## src/msfp_pkg.sv

```systemverilog
// ---------------------------------------------------------------------------
// msfp_pkg - motor status frame parser shared definitions
// Frame layout, record commands, register reset value and the packed result.
// ---------------------------------------------------------------------------
package msfp_pkg;

  // Frame geometry
  localparam int unsigned FRAME_BYTES = 32;
  localparam int unsigned OFFSET_W    = $clog2(FRAME_BYTES);
  localparam int unsigned MOTOR_COUNT = 2;
  localparam int unsigned SIDE_W      = 1;

  // Record indexes within a frame (byte offset / 4)
  localparam logic [2:0] REC_FAULT    = 3'd0;
  localparam logic [2:0] REC_CURRENT  = 3'd2;
  localparam logic [2:0] REC_SPEED    = 3'd3;
  localparam logic [2:0] REC_POS_HIGH = 3'd6;
  localparam logic [2:0] REC_POS_LOW  = 3'd7;

  // Record commands
  localparam logic [7:0] CMD_FAULT    = 8'h80;
  localparam logic [7:0] CMD_CURRENT  = 8'he2;
  localparam logic [7:0] CMD_SPEED    = 8'he4;
  localparam logic [7:0] CMD_POS_HIGH = 8'he8;
  localparam logic [7:0] CMD_POS_LOW  = 8'he9;

  // Checksum byte sits at the last place of each 4-byte record
  localparam logic [1:0] CSUM_SLOT = 2'd3;

  // Overcurrent threshold after reset, 10 mA units
  localparam logic [15:0] LIMIT_RESET = 16'd1500;

  // Update flag bit positions
  localparam int unsigned FLAG_POS     = 0;
  localparam int unsigned FLAG_SPEED   = 1;
  localparam int unsigned FLAG_CURRENT = 2;
  localparam int unsigned FLAG_FAULT   = 3;

  // Result word, position in the lowest bits
  typedef struct packed {
    logic [1:0]        pad;
    logic              fault_updated;
    logic              current_updated;
    logic              speed_updated;
    logic              position_updated;
    logic [1:0]        overcurrent_mask;
    logic [7:0]        fault_status;
    logic [15:0]       current;
    logic [15:0]       speed;
    logic signed [31:0] position;
  } result_t;

  localparam int unsigned RESULT_W = $bits(result_t);

endpackage

```

## src/motor_status_frame_parser.sv

```systemverilog
// Path: the request carrying the last frame byte passes the input register, then
// the result register, before its result reaches the master side.
// Throughput: one byte per cycle, set by the record update between the input
// register and the per-side state; a stalled result holds back only a
// frame-ending byte.
// Reset (rst, synchronous): clears all per-side state, overcurrent bits and
// valids, and loads the current limit with 1500.
// ---------------------------------------------------------------------------
// motor_status_frame_parser - per-side 32-byte status frame decoder
// Checks each 4-byte record, updates stored values and reports per frame.
// ---------------------------------------------------------------------------
module motor_status_frame_parser (
  input  logic                         clk,
  input  logic                         rst,
  // configuration: current limit
  input  logic                         cfg_we,
  input  logic [15:0]                  cfg_wdata,
  // byte input
  input  logic                         s_axis_tvalid,
  output logic                         s_axis_tready,
  input  logic [7:0]                   s_axis_tdata,  // data_byte
  input  logic [1:0]                   s_axis_tuser,  // side, frame_start
  // frame result
  output logic                         m_axis_tvalid,
  input  logic                         m_axis_tready,
  output logic [msfp_pkg::RESULT_W-1:0] m_axis_tdata, // position, speed, current,
                                                      // fault_status,
                                                      // overcurrent_mask,
                                                      // position_updated,
                                                      // speed_updated,
                                                      // current_updated,
                                                      // fault_updated, zero pad
  output logic [0:0]                   m_axis_tuser   // motor_side
);
  import msfp_pkg::*;

  // Configuration
  logic [15:0] current_limit;

  // Input register
  logic              s1_valid;
  logic [7:0]        s1_byte;
  logic [SIDE_W-1:0] s1_side;
  logic              s1_start;

  // Per-side state
  logic [OFFSET_W-1:0] byte_offset       [MOTOR_COUNT];
  logic [23:0]         record_bytes      [MOTOR_COUNT];
  logic [16:0]         pending_high_half [MOTOR_COUNT];
  logic [31:0]         stored_position   [MOTOR_COUNT];
  logic [15:0]         stored_speed      [MOTOR_COUNT];
  logic [15:0]         stored_current    [MOTOR_COUNT];
  logic [7:0]          stored_fault      [MOTOR_COUNT];
  logic [3:0]          frame_update_flags[MOTOR_COUNT];
  logic [MOTOR_COUNT-1:0] overcurrent_bits;

  // Result register
  result_t           result;
  logic [SIDE_W-1:0] result_side;

  // Record decode
  logic                side_ok;
  logic [OFFSET_W-1:0] pos;
  logic                frame_first;
  logic                frame_last;
  logic [2:0]          rec_index;
  logic [7:0]          rec_cmd, rec_hi, rec_lo, csum;
  logic [15:0]         rec_val;
  logic                rec_done;
  logic                rec_ok;

  // Next values for the selected side
  logic [OFFSET_W-1:0]    byte_offset_next;
  logic [23:0]            record_bytes_next;
  logic [16:0]            pending_next;
  logic [31:0]            position_next;
  logic [15:0]            speed_next;
  logic [15:0]            current_next;
  logic [7:0]             fault_next;
  logic [3:0]             flags_next;
  logic [MOTOR_COUNT-1:0] overcurrent_next;

  logic s_fire, s1_go, out_load;

  // Locate the byte within its side's frame
  assign side_ok     = (32'(s1_side) < MOTOR_COUNT);
  assign pos         = s1_start ? '0 : byte_offset[s1_side];
  assign frame_first = (pos == '0);
  assign frame_last  = (pos == OFFSET_W'(FRAME_BYTES - 1));
  assign rec_index   = pos[OFFSET_W-1:2];
  assign rec_done    = (pos[1:0] == CSUM_SLOT);
  assign rec_cmd     = record_bytes[s1_side][23:16];
  assign rec_hi      = record_bytes[s1_side][15:8];
  assign rec_lo      = record_bytes[s1_side][7:0];
  assign rec_val     = {rec_hi, rec_lo};
  assign csum        = rec_cmd + rec_hi + rec_lo;
  assign rec_ok      = rec_done && (csum == s1_byte);

  // Update the selected side's values for this byte
  always_comb begin
    record_bytes_next = record_bytes[s1_side];
    pending_next      = frame_first ? '0 : pending_high_half[s1_side];
    flags_next        = frame_first ? '0 : frame_update_flags[s1_side];
    position_next     = stored_position[s1_side];
    speed_next        = stored_speed[s1_side];
    current_next      = stored_current[s1_side];
    fault_next        = stored_fault[s1_side];
    overcurrent_next  = overcurrent_bits;
    byte_offset_next  = frame_last ? '0 : pos + OFFSET_W'(1);

    if (!rec_done) begin
      record_bytes_next = {record_bytes[s1_side][15:0], s1_byte};
    end else if (rec_ok) begin
      case (rec_index)
        REC_FAULT: begin
          if (rec_cmd == CMD_FAULT) begin
            fault_next             = rec_lo;
            flags_next[FLAG_FAULT] = 1'b1;
          end
        end
        REC_CURRENT: begin
          if (rec_cmd == CMD_CURRENT) begin
            current_next                = rec_val;
            flags_next[FLAG_CURRENT]    = 1'b1;
            overcurrent_next[s1_side]   = (rec_val > current_limit);
          end
        end
        REC_SPEED: begin
          if (rec_cmd == CMD_SPEED) begin
            speed_next             = rec_val;
            flags_next[FLAG_SPEED] = 1'b1;
          end
        end
        REC_POS_HIGH: begin
          if (rec_cmd == CMD_POS_HIGH) begin
            pending_next = {1'b1, rec_val};
          end
        end
        REC_POS_LOW: begin
          if (rec_cmd == CMD_POS_LOW && pending_next[16]) begin
            position_next        = {pending_next[15:0], rec_val};
            flags_next[FLAG_POS] = 1'b1;
          end
        end
        default: begin
        end
      endcase
    end
  end

  // Handshake: a frame-ending byte waits for room in the result register
  assign s1_go         = s1_valid && (!(side_ok && frame_last) || !m_axis_tvalid ||
                                      m_axis_tready);
  assign out_load      = s1_go && side_ok && frame_last;
  assign s_axis_tready = !s1_valid || s1_go;
  assign s_fire        = s_axis_tvalid && s_axis_tready;

  // Hold the current limit
  always_ff @(posedge clk) begin
    if (rst) begin
      current_limit <= LIMIT_RESET;
    end else if (cfg_we) begin
      current_limit <= cfg_wdata;
    end
  end

  // Capture the request into the input register
  always_ff @(posedge clk) begin
    if (rst) begin
      s1_valid <= 1'b0;
    end else if (s_fire) begin
      s1_valid <= 1'b1;
    end else if (s1_go) begin
      s1_valid <= 1'b0;
    end
  end

  always_ff @(posedge clk) begin
    if (s_fire) begin
      s1_byte  <= s_axis_tdata;
      s1_side  <= s_axis_tuser[0];
      s1_start <= s_axis_tuser[1];
    end
  end

  // Write back the side's state
  always_ff @(posedge clk) begin
    if (rst) begin
      for (int i = 0; i < MOTOR_COUNT; i++) begin
        byte_offset[i]        <= '0;
        record_bytes[i]       <= '0;
        pending_high_half[i]  <= '0;
        stored_position[i]    <= '0;
        stored_speed[i]       <= '0;
        stored_current[i]     <= '0;
        stored_fault[i]       <= '0;
        frame_update_flags[i] <= '0;
      end
      overcurrent_bits <= '0;
    end else if (s1_go && side_ok) begin
      byte_offset[s1_side]        <= byte_offset_next;
      record_bytes[s1_side]       <= record_bytes_next;
      pending_high_half[s1_side]  <= pending_next;
      stored_position[s1_side]    <= position_next;
      stored_speed[s1_side]       <= speed_next;
      stored_current[s1_side]     <= current_next;
      stored_fault[s1_side]       <= fault_next;
      frame_update_flags[s1_side] <= flags_next;
      overcurrent_bits            <= overcurrent_next;
    end
  end

  // Load the frame result; drop valid once taken
  always_ff @(posedge clk) begin
    if (rst) begin
      m_axis_tvalid <= 1'b0;
    end else if (out_load) begin
      m_axis_tvalid <= 1'b1;
    end else if (m_axis_tready) begin
      m_axis_tvalid <= 1'b0;
    end
  end

  always_ff @(posedge clk) begin
    if (out_load) begin
      result_side             <= s1_side;
      result.pad              <= '0;
      result.fault_updated    <= flags_next[FLAG_FAULT];
      result.current_updated  <= flags_next[FLAG_CURRENT];
      result.speed_updated    <= flags_next[FLAG_SPEED];
      result.position_updated <= flags_next[FLAG_POS];
      result.overcurrent_mask <= overcurrent_next[1:0];
      result.fault_status     <= fault_next;
      result.current          <= current_next;
      result.speed            <= speed_next;
      result.position         <= position_next;
    end
  end

  assign m_axis_tdata = result;
  assign m_axis_tuser = result_side;

  // A frame result restarts that side's byte count
  a_offset_wraps: assert property (@(posedge clk) disable iff (rst)
    out_load |=> byte_offset[result_side] == '0)
    else $error("byte offset not cleared after frame result");

  // A position update needs a checked high half in the same frame
  a_pos_needs_high: assert property (@(posedge clk) disable iff (rst)
    out_load && flags_next[FLAG_POS] |-> pending_next[16])
    else $error("position updated without valid high half");

  // Input is held off only while the input register is occupied and a result waits untaken
  a_ready_reason: assert property (@(posedge clk) disable iff (rst)
    !s_axis_tready |-> s1_valid && m_axis_tvalid && !m_axis_tready)
    else $error("input stalled without a blocked result");

endmodule

```

## config.mk

```make
export PLATFORM = sky130hd
export DESIGN_NAME = motor_status_frame_parser
export DESIGN_NICKNAME = d
export VERILOG_FILES = /design/src/msfp_pkg.sv /design/src/motor_status_frame_parser.sv
export SDC_FILE = /design/constraint.sdc
export NUM_CORES = 1
export LEC_CHECK = 0
export ABC_AREA = 1
export BUFFER_PORTS_ARGS = -buffer_cell sky130_fd_sc_hd__buf_2
export CAP_MARGIN = 20
export CORE_MARGIN = 1
export CORE_UTILIZATION = 43
export CTS_CLUSTER_DIAMETER = 200
export DETAILED_ROUTE_END_ITERATION = 10
export MAX_ROUTING_LAYER = met4
export PLACE_DENSITY_LB_ADDON = 0.08
export SYNTH_ARGS = -nofsm -noshare
export SYNTH_HDL_FRONTEND = slang
export SYNTH_SLANG_ARGS = --single-unit
```

## constraint.sdc

```tcl
create_clock -name clk -period 15 [get_ports clk]
set_clock_uncertainty 0.05 [all_clocks]
set_input_delay 0.75 -clock clk [delete_from_list [all_inputs] [get_ports clk]]
set_output_delay 0.75 -clock clk [all_outputs]
set_load 0.02 [all_outputs]
```

# Yosys cells after proc, flatten, opt, wreduce, memory -nomap -nowiden
# Memory sizes are Yosys's and may differ from the RTL's. A register that Yosys moved wholly into a read port is not among the register bits.
# Index checks and enable logic that the tools add are counted.
# W data, S select, Z words.
dict set report totals {
  ramBits 244
  reg_bits 109
  elab_cells 150
  mem_count 8
  in_bits 31
  out_inout_bits 83
}
dict set report classes {
  eq_ne 12
  reduce_logical 24
  mux 83
  addsub 3
  n_lt_le_gt_ge 3
}
# memory depth word_bits rd rd_ports_with_merged_regs wr line
set mem_list {}
lappend mem_list {stored_position 2 32 1 1 2 motor_status_frame_parser.sv:50} ;# logic [31:0] stored_position [MOTOR_COUNT];
lappend mem_list {record_bytes 2 24 1 1 2 motor_status_frame_parser.sv:48} ;# logic [23:0] record_bytes [MOTOR_COUNT];
lappend mem_list {pending_high_half 2 17 1 1 2 motor_status_frame_parser.sv:49} ;# logic [16:0] pending_high_half [MOTOR_COUNT];
lappend mem_list {stored_current 2 16 1 1 2 motor_status_frame_parser.sv:52} ;# logic [15:0] stored_current [MOTOR_COUNT];
lappend mem_list {stored_speed 2 16 1 1 2 motor_status_frame_parser.sv:51} ;# logic [15:0] stored_speed [MOTOR_COUNT];
lappend mem_list {stored_fault 2 8 1 1 2 motor_status_frame_parser.sv:53} ;# logic [7:0] stored_fault [MOTOR_COUNT];
lappend mem_list {{2 more memories} -- -- -- -- -- --}
# operator count
set ops {}
lappend ops {{$mux W16} 10}
lappend ops {{$mux W32} 5}
lappend ops {{$mux W17} 6}
lappend ops {{$mux W24} 2}
lappend ops {{$mux W1} 42}
lappend ops {{$eq A8 B8 Y1 const B} 5}
lappend ops {{$mux W8} 5}
lappend ops {{$reduce_or A16 Y1} 2}
lappend ops {{$reduce_or A32 Y1} 1}
lappend ops {{$reduce_or A24 Y1} 1}
lappend ops {{$reduce_or A17 Y1} 1}
lappend ops {{$add A8 B8 Y8} 2}
lappend ops {{$gt A16 B16 Y1} 1}
lappend ops {{$mux W4} 4}
lappend ops {{$mux W5} 3}
lappend ops {{$eq A8 B8 Y1} 1}
lappend ops {{$mux W2} 4}
lappend ops {{$reduce_or A8 Y1} 1}
lappend ops {{$eq A3 B2 Y1 const B} 2}
lappend ops {{$eq A3 B3 Y1 const B} 2}
lappend ops {{$logic_and A1 B1 Y1} 6}
lappend ops {{$add A5 B1 Y5 const B} 1}
lappend ops {{$eq A5 B5 Y1 const B} 1}
lappend ops {{$logic_not A5 Y1} 1}
lappend ops {{11 further kinds} 16}

# Logic depth before layout (Yosys ltp)
# Gate-level depths: netlist of run 1.
dict set report depth {
  depth_word 11
  depth_mapped 27
  ltp_nobuf 22
}

# Least setup slack after synthesis of run 1
# Ideal clock, no wire load.
dict set report synth_timing {
  kind {reg-to-reg}
  from {reg (tool-made name)}
  to {mem byte_offset[1][0] (netlist bit) (enable)}
  synth_period_minus_slack_ns 6.527
  path_slack_ns 8.473
  t_arrival_ns 5.404
  path_stages_with_launch 19
  required_time_ns 13.877
  n_path_buf 7
  setup_time_ns 1.073
  cell_sequence {dfxtp_1 -> buf_6 -> inv_4 -> buf_6 -> buf_2 -> nor2_1 -> nor3_1 -> ha_1 -> clkinv_1 -> clkbuf_1 -> nor3_1 -> ha_1 -> inv_1 -> o21a_1 -> clkbuf_1 -> nand3_1 -> clkbuf_1 -> clkbuf_1 -> nand2_1}
}
# item line
set synth_rtl {}
lappend synth_rtl {{to (decl)} motor_status_frame_parser.sv:47} ;# logic [OFFSET_W-1:0] byte_offset [MOTOR_COUNT];

==> results of run 1 <==
==> power breakdown <==
group          total (mW)  switching (mW)  internal [mW]
combinational       0.274           0.193         0.0813
clock               0.908           0.377          0.531
sequential           1.14          0.0131           1.13
==> sequential cells by signal (all words and copies together), names as in the netlist, 10 cells and up, named ones only <==
name	cells
byte_offset	10
record_bytes	48
stored_speed	32
stored_position	64
stored_fault	16
m_axis_tdata	78
current_limit	16
pending_high_half	34
stored_current	32
==> metrics by stage <==
| stage | cell area (sq um) | power (mW) |
|---|---|---|
| CTS | 18620 | 2.351 |
| global route | 18620 | 2.423 |
| floorplan | 16440 | 1.356 |
| global placement | 17420 | 1.434 |
| finish | 18620 | 2.321 |
| detailed placement | 17420 | 1.437 |
==> cell families after synthesis <==
family | synth area share, %
AO/OA/AOI/OAI | 6.636
adder cells (fa/ha/maj) | 2.877
buffers and inverters | 6.476
AND/OR/NAND/NOR | 16.19
other | 0.02281
flip-flops | 63.38
multiplexers | 4.262
XOR/XNOR | 0.1598
==> worst max-delay path: cells and delay by family (launching register included) <==
kind / cells / cell delay, ns
DFF: 1 / 0.46
adders and majority gates: 3 / 1.28
buffers and inverters: 5 / 1.15
and+or+nand+nor: 10 / 2.17
AOI/OAI and AO/OA: 1 / 0.46
==> final cells by class <==
type                    count  area, sq um
clock buffers              54         1106
clock inverters            14        96.34
multi-input cells         959         5004
inverters                 183        694.4
repair buffers            125        660.6
flip-flops and latches    354        10420
well taps                 511        639.4
fillers                  3608        19040
==> layer usage <==
| metal | up-vias | routed length [um] | global-route usage [%] |
|---|---|---|---|
| li1 | 5412 | - | - |
| met4 | 0 | 1281 | 7.321 |
| met2 | 267 | 18640 | 34.49 |
| met5 | - | 0 | - |
| met1 | 5141 | 16990 | 27.01 |
| met3 | 71 | 2146 | 3.824 |
==> worst max-delay path by stage <==
stage	depth (start not counted)	endpoint
2_1_floorplan	18	byte_offset[1][0]
3_3_place_gp	19	m_axis_tdata[11]
3_5_place_dp	19	m_axis_tdata[11]
4_1_cts	19	m_axis_tdata[11]
5_1_grt	19	stored_position[0][31]
6_report	19	m_axis_tdata[11]
==> layout by cell type (no fill, tap or decap), drive strengths merged, types with 10 or more instances in the layout <==
cell,instances
ha,25
nand2,336
nor3,10
clkbuf,54
mux2i,70
nor2,271
inv,182
clkinv,14
nand3,30
o21ai,135
dfxtp,21
a21oi,49
buf,125
nand4,10
edfxtp,333
==> run metrics, run 1 <==
cell with the most instances after synthesis=edfxtp_1; setup bufs post-CTS=0; synth cell count leaders=333 x edfxtp_1, 326 x nand2_1, 269 x nor2_1, 179 x inv_1, 70 x mux2i_1; Final WS setup=9.084 ns; critical path's largest stage delay=0.70 ns; post-synthesis register bit count=354; placed insts=2132; CP most frequent cell=nand2_1; CTS Buf Count=40; WP data required=15.24 ns; CTS Sinks=354; Layout Nets=1727; worst vdd ir=0.00007491 V; Post-synth EDFFs=333; measured slew at the worst slew-check pin=1.139 ns; CTS root buf=clkbuf_16; vias in the first global route=10720; final std cells w/o fill=2200; Hold Startpoint=s_axis_tuser[1]; Reg2Reg Setup Slack=9.08 ns; PD cells=124.6 mW/mm^2; Pleak=8.132 nW; reg2reg end=m_axis_tdata[11]; CP Class=reg2reg; die height=197.5 um; via total after detailed routing=10890; worst skew pair latency=0.55 ns; Mapped Cells=1568; crit-path max FO=63; Yosys top cell area share=60.82%; Crit. End Element=flop; Avg Cell Area, Syn=10.49 sq um; worst setup slack after placement=9.086 ns; GRT Overall Usage=21.33%; drt initial violations=841; ANT cells=0; asr flop ratio synth=0%; Worst slew margin=24.07%; Std-Cell Rows=71; Initial Utilization=43.65%; Hold Worst Slack=0.3289 ns; initial antenna violation count=0; Final setup viols=0; final RePlAce weighted congestion=0.8234; drt first pass iters=5; Hold Path Depth=1; die footprint=0.03902 sq mm; Area Growth Syn to Fin=13.28%; IO Port Bufs=111; post-CTS resize count=0; Worst path slowest cell=buf_4; unrepaired setup endpoints after global routing=false; wire per inst=17.75 um; sequential fraction of the synthesis area=63.38%; max-slew violations=0; setup_tns=0 ns; worst path cell trace=buf_4, nand2_1, nand2_1, inv_1, fa_1, inv_1, ha_1, fa_1, or2_1, nand3b_1, nand2_1, nor2_1, nand3_1, nor3_2, nand2_1, inv_4, nand2_4, o21ai_2, inv_1; Worst Path Arrival=6.15 ns; first-pass GRT wire length=60800 um; Critical Path Start Type=flop; hold buffer count at CTS=0; Period minus WS final=5.916 ns; Boundary Pins=114; yosys warns=0; CTS tree=built; wirelength, routed=39060 um; predominant post-synthesis flop cell=edfxtp_1; top cells by area, synth=edfxtp_1 61%, nand2_1 7.4%, nor2_1 6.1%; via/cell ratio=4.950; R2R depth=19; H-tree levels=2; Cell Area, Synth=0.01644 sq mm; Hold/Removal Path Class=in2reg; outcome=completed; leading area contributor after synthesis=edfxtp_1; Hold Path Sink=s1_start; layout cell share with drive strength beyond 1=14.27%; synth unique cells=36; post-layout util=49.45%; pin count of the biggest net entering global routing=87; Final Hold Fails=0; Post-DP HPWL=23100 um; core area=0.03767 sq mm; clk buf depth=3; Worst-path clk slew=0.06 ns; Chip Width=197.5 um; Final period util=39.44%; # DRC=0; Achievable Freq=169.0 MHz; GRT overflow=0; max-cap violation count=0; antenna-violating nets left=0
No activity file was read; power rests on OpenSTA's default activity.
==> run 2, diff against run 1 <==
--- a/config.mk
+++ b/config.mk
@@ -5,7 +5,7 @@
 export SDC_FILE = /design/constraint.sdc
 export NUM_CORES = 1
 export LEC_CHECK = 0
-export ABC_AREA = 1
+export ABC_AREA = 0
 export BUFFER_PORTS_ARGS = -buffer_cell sky130_fd_sc_hd__buf_2
 export CAP_MARGIN = 20
 export CORE_MARGIN = 1
==> constraint.sdc (replaced) <==
create_clock -name clk -period 4.9 [get_ports clk]
set_clock_uncertainty 0.05 [all_clocks]
set_input_delay 0.245 -clock clk [delete_from_list [all_inputs] [get_ports clk]]
set_output_delay 0.245 -clock clk [all_outputs]
set_load 0.02 [all_outputs]
==> run 2 against run 1 <==
Worst hold slack got worse by 0.30 ns. Setup slack lost 8.8 ns. Combinational power rose to 3.6 times the previous value. Sequential share of layout area decreased by 6.5 points. Largest cell class unchanged. Largest power group unchanged.
==> run metrics, run 2 <==
clk buf depth=3; drt initial violations=791; Worst Path Arrival=4.83 ns; pin count of the biggest net entering global routing=60; vias in the first global route=11760; CTS Sinks=354; CTS Buf Count=39; top cells by area, synth=edfxtp_1 57%, mux2i_1 11%, mux2_2 7.3%; asr flop ratio synth=0%; final RePlAce weighted congestion=0.8031; cell with the most instances after synthesis=edfxtp_1; Post-synth EDFFs=333; drt first pass iters=5; wirelength, routed=46670 um; setup_tns=0 ns; Pleak=8.907 nW; initial antenna violation count=0; ANT cells=0; max-cap violation count=0; Layout Nets=1679; GRT overflow=0; die footprint=0.04179 sq mm; Std-Cell Rows=73; Mapped Cells=1406; worst setup slack after placement=0.3762 ns; core area=0.04010 sq mm; Achievable Freq=217.5 MHz; first-pass GRT wire length=71820 um; Final period util=93.81%; Critical Path Start Type=flop; reg2reg end=m_axis_tdata[49]; Final Hold Fails=0; # DRC=0; Crit. End Element=flop; antenna-violating nets left=0; total of fill cells in the finished design=3473; Chip Width=204.4 um; Reg2Reg Setup Slack=0.30 ns; synth cell count leaders=333 x edfxtp_1, 225 x nand2_1, 199 x mux2i_1, 114 x mux2_2, 109 x nor2_1; sequential fraction of the synthesis area=59.14%; GRT Overall Usage=23.64%; most common cell after layout, fill and taps aside=edfxtp_1; CP Class=reg2reg; Avg Cell Area, Syn=12.53 sq um; Post-DP HPWL=29870 um; Hold/Removal Path Class=in2reg; via total after detailed routing=11670; Cell Area, Synth=0.01762 sq mm; post-CTS resize count=0; Hold Path Sink=m_axis_tvalid; Initial Utilization=43.94%; PD cells=345.9 mW/mm^2; Final WS setup=0.3031 ns; Area Growth Syn to Fin=19.60%; measured slew at the worst slew-check pin=0.6648 ns; unrepaired setup endpoints after global routing=false; Hold Path Depth=3; leading area contributor after synthesis=edfxtp_1; CTS root buf=clkbuf_16; most frequent cells in the layout=333 x edfxtp_1, 222 x nand2_1, 199 x mux2i_1, 114 x mux2_2, 111 x buf_2; Hold Startpoint=m_axis_tready; Yosys top cell area share=56.76%; worst skew pair latency=0.55 ns; Period minus WS final=4.597 ns; CTS tree=built; crit-path max FO=38; die height=204.4 um; post-synthesis register bit count=354; IO Port Bufs=111; setup bufs post-CTS=0; layout cell share with drive strength beyond 1=24.74%; max reg flops=78; outcome=completed; Final setup viols=0; WP data required=5.13 ns; via/cell ratio=5.377; Boundary Pins=114; dpl cell area=0.01958 sq mm; synth unique cells=48; max-slew violations=0; predominant post-synthesis flop cell=edfxtp_1; Worst-path clk slew=0.06 ns; Worst slew margin=55.68%; post-route cell area=0.02107 sq mm; wire per inst=21.51 um; R2R depth=13; yosys warns=0; worst vdd ir=0.0002438 V; H-tree levels=2
[run 2: final cells by class]
class                      count  area [sq um]  area share (%)
clock inverter                22         162.7          0.7719
multi-input combinational    917          6721           31.90
tap                          525         656.9           3.117
timing repair buffer         255          1882           8.931
sequential                   354         10420           49.47
inverter                      48         180.2          0.8551
clock buffer                  49          1045           4.958
[run 2: power by group]
| group | internal (mW) | switching, mW |
|---|---|---|
| Combinational | 0.368 | 0.604 |
| Clock | 1.62 | 1.21 |
| Sequential | 3.44 | 0.0494 |
| Total | 5.43 | 1.86 |
[run 2: cells by family (layout without fill, tap and decap cells)]
group,count (synthesis),count (layout),share of synthesized area [%]
compound gates,88,88,3.097
xor+xnor,16,16,0.9943
fa+ha+maj,33,33,2.684
buf+inv,136,374,3.054
flops,354,354,59.14
mux,343,343,20.53
other cells,1,2,0.02128
simple gates,435,435,10.48
[run 2: worst max path at each step]
stage / end / cells after the start / slack [ns]
5_1_grt: m_axis_tdata[50] / 13 / 0.04
2_1_floorplan: byte_offset[0][0] / 18 / 0.005
6_report: m_axis_tdata[49] / 13 / 0.30
3_3_place_gp: m_axis_tdata[49] / 13 / 0.44
4_1_cts: m_axis_tdata[59] / 13 / 0.34
3_5_place_dp: m_axis_tdata[49] / 13 / 0.38
[run 2: critical path: stages, from the launching register on]
cell,delay [ns]
dfxtp_4,0.57
mux2_2,0.46
inv_1,0.14
fa_1,0.55
inv_1,0.04
ha_1,0.33
a21oi_1,0.26
nand3_1,0.10
a2111oi_1,0.45
buf_4,0.19
o21a_1,0.24
nand4_1,0.13
buf_4,0.32
mux2_1,0.41
[run 2: what timing repair did]
action | 4_1_cts | 5_1_grt
endpoints found under the hold margin | 28 | 0
setup endpoints to repair | 0 | 0
hold buffers | 28 | 0
[run 2: metal layers]
layer  track usage [%]  part of all wire (%)
met1             34.07                    48
met5                 -                     0
met3             3.237                   5.4
met4             5.730                   2.0
met2             35.16                    44
[run 2: per-stage QoR]
step	power [mW]	cells	hold WS [ns]	utilization (%)
2_1_floorplan	4.179	1407	0.2939	-
3_3_place_gp	4.503	2071	0.3718	48.84
4_1_cts	7.364	2170	0.009028	52.55
6_report	7.289	2170	0.03302	52.55
5_1_grt	7.575	2170	0.04594	52.55
3_5_place_dp	4.513	2071	0.3731	48.84
==> run 3, diff against run 2 <==
--- a/config.mk
+++ b/config.mk
@@ -12,6 +12,7 @@
 export CORE_UTILIZATION = 43
 export CTS_CLUSTER_DIAMETER = 200
 export DETAILED_ROUTE_END_ITERATION = 10
+export HOLD_SLACK_MARGIN = 0.06
 export MAX_ROUTING_LAYER = met4
 export PLACE_DENSITY_LB_ADDON = 0.08
 export SYNTH_ARGS = -nofsm -noshare
==> run 3 against run 2 <==
Die area stayed put. Combinational power is 0.6% higher. Setup slack worse by 0.016 ns. Sequential cell count stayed put. Fmax is 0.35% lower. Sequential share of layout area is 0.23 points lower. Sequential power hardly changed. Utilization is 0.25 points higher. Power is 0.17% higher. Register-to-register slack worse by 0.02 ns. Final cell count is 0.46% higher. Critical endpoint unchanged. Largest cell class unchanged.
==> run metrics, run 3 (same netlist as run 2, synthesis figures left out) <==
outcome=completed; Area Growth Syn to Fin=20.17%; Chip Width=204.4 um; unrepaired setup endpoints after global routing=false; first-pass GRT wire length=71990 um; die footprint=0.04179 sq mm; setup_tns=0 ns; WP data required=5.14 ns; wire per inst=21.46 um; Pleak=8.965 nW; max-cap violation count=0; Hold Path Depth=3; Reg2Reg Setup Slack=0.29 ns; CTS Sinks=354; Worst slew margin=56.35%; Final Hold Fails=0; GRT overflow=0; R2R depth=13; H-tree levels=2; drt initial violations=774; # DRC=0; Hold Path Sink=current_limit[8]; CTS Buf Count=39; Std-Cell Rows=73; worst vdd ir=0.0002436 V; ANT cells=0; reg2reg end=m_axis_tdata[49]; Worst-path clk slew=0.06 ns; most common cell after layout, fill and taps aside=edfxtp_1; IO Port Bufs=111; GRT Overall Usage=23.68%; PD cells=344.9 mW/mm^2; pin count of the biggest net entering global routing=60; worst skew pair latency=0.55 ns; clk buf depth=3; Boundary Pins=114; max-slew violations=0; initial antenna violation count=0; final RePlAce weighted congestion=0.8031; CP Class=reg2reg; Worst Path Arrival=4.85 ns; Final period util=94.14%; die height=204.4 um; vias in the first global route=11840; most frequent cells in the layout=333 x edfxtp_1, 222 x nand2_1, 199 x mux2i_1, 114 x mux2_2, 111 x buf_2; Layout Nets=1689; total of fill cells in the finished design=3469; CTS tree=built; Final setup viols=0; core area=0.04010 sq mm; Initial Utilization=43.94%; max reg flops=78; worst setup slack after placement=0.3762 ns; Achievable Freq=216.8 MHz; layout cell share with drive strength beyond 1=24.59%; via/cell ratio=5.372; wirelength, routed=46780 um; antenna-violating nets left=0; measured slew at the worst slew-check pin=0.6540 ns; Critical Path Start Type=flop; Hold/Removal Path Class=in2reg; Post-DP HPWL=29870 um; drt first pass iters=5; Period minus WS final=4.613 ns; Crit. End Element=flop; Final WS setup=0.2871 ns; via total after detailed routing=11710; crit-path max FO=38; CTS root buf=clkbuf_16; Hold Startpoint=cfg_we
==> run 3: cell types whose count changed in the layout (fill, tap and decap cells not counted) <==
cell,before,now
dlygate4sd3_1,28,38
==> run 3: what timing repair did <==
action                                 in CTS  in global routing
gates resized for setup                     0                  0
setup endpoints to repair                   0                  0
setup buffers                               0                  0
endpoints found under the hold margin      29                  0
hold buffers                               38                  0
==> run 3: routing by layer <==
metal  share of wire, %  global-route usage [%]  vias up
li1                   -                       -     5549
met1                 48                   34.06     5777
met5                  0                       -        -
met2                 44                   35.33      333
met4                2.0                   5.730        0
met3                5.5                   3.237       53
==> run 3: through the flow <==
step	hold slack, ns	total power [mW]	area [sq um]	instances	util [%]
6_report	0.1582	7.301	21170	2180	52.80
5_1_grt	0.1757	7.580	21170	2180	52.80
4_1_cts	0.1372	7.371	21170	2180	52.80
3_5_place_dp	0.3731	4.513	19580	2071	48.84
3_3_place_gp	0.3718	4.503	19580	2071	48.84
2_1_floorplan	0.2939	4.179	17660	1407	-
==> run 3: power breakdown <==
part,internal [mW],switching [mW]
combinational,0.374,0.605
clock,1.62,1.21
sequential,3.44,0.0492
==> run 3: worst max path at each step <==
stage / start / end / slack, ns / cells past startpoint
after floorplan: flop / byte_offset[0][0] / 0.005 / 18
after global placement: flop / m_axis_tdata[49] / 0.44 / 13
after detailed placement: flop / m_axis_tdata[49] / 0.38 / 13
after CTS: flop / m_axis_tdata[59] / 0.34 / 13
after global routing: flop / m_axis_tdata[50] / 0.04 / 13
final: flop / m_axis_tdata[49] / 0.29 / 13
==> run 3: layout make-up <==
cell class / instances / area [sq um] / area share [%]
Clock buffer: 49 / 1045 / 4.935
Tap cell: 525 / 656.9 / 3.103
Multi-Input combinational cell: 917 / 6721 / 31.75
Sequential cell: 354 / 10420 / 49.23
Inverter: 48 / 180.2 / 0.8510
Timing Repair Buffer: 265 / 1982 / 9.361
Clock inverter: 22 / 162.7 / 0.7683
==> run 3: worst max-delay path: stages, from the launching register on <==
cell and delay, ns:
dfxtp_4 0.56, mux2_2 0.47, inv_1 0.14, fa_1 0.55, inv_1 0.04, ha_1 0.33, a21oi_1 0.26, nand3_1 0.10
a2111oi_1 0.47, buf_4 0.20, o21a_1 0.25, nand4_1 0.14, buf_4 0.32, mux2_1 0.40
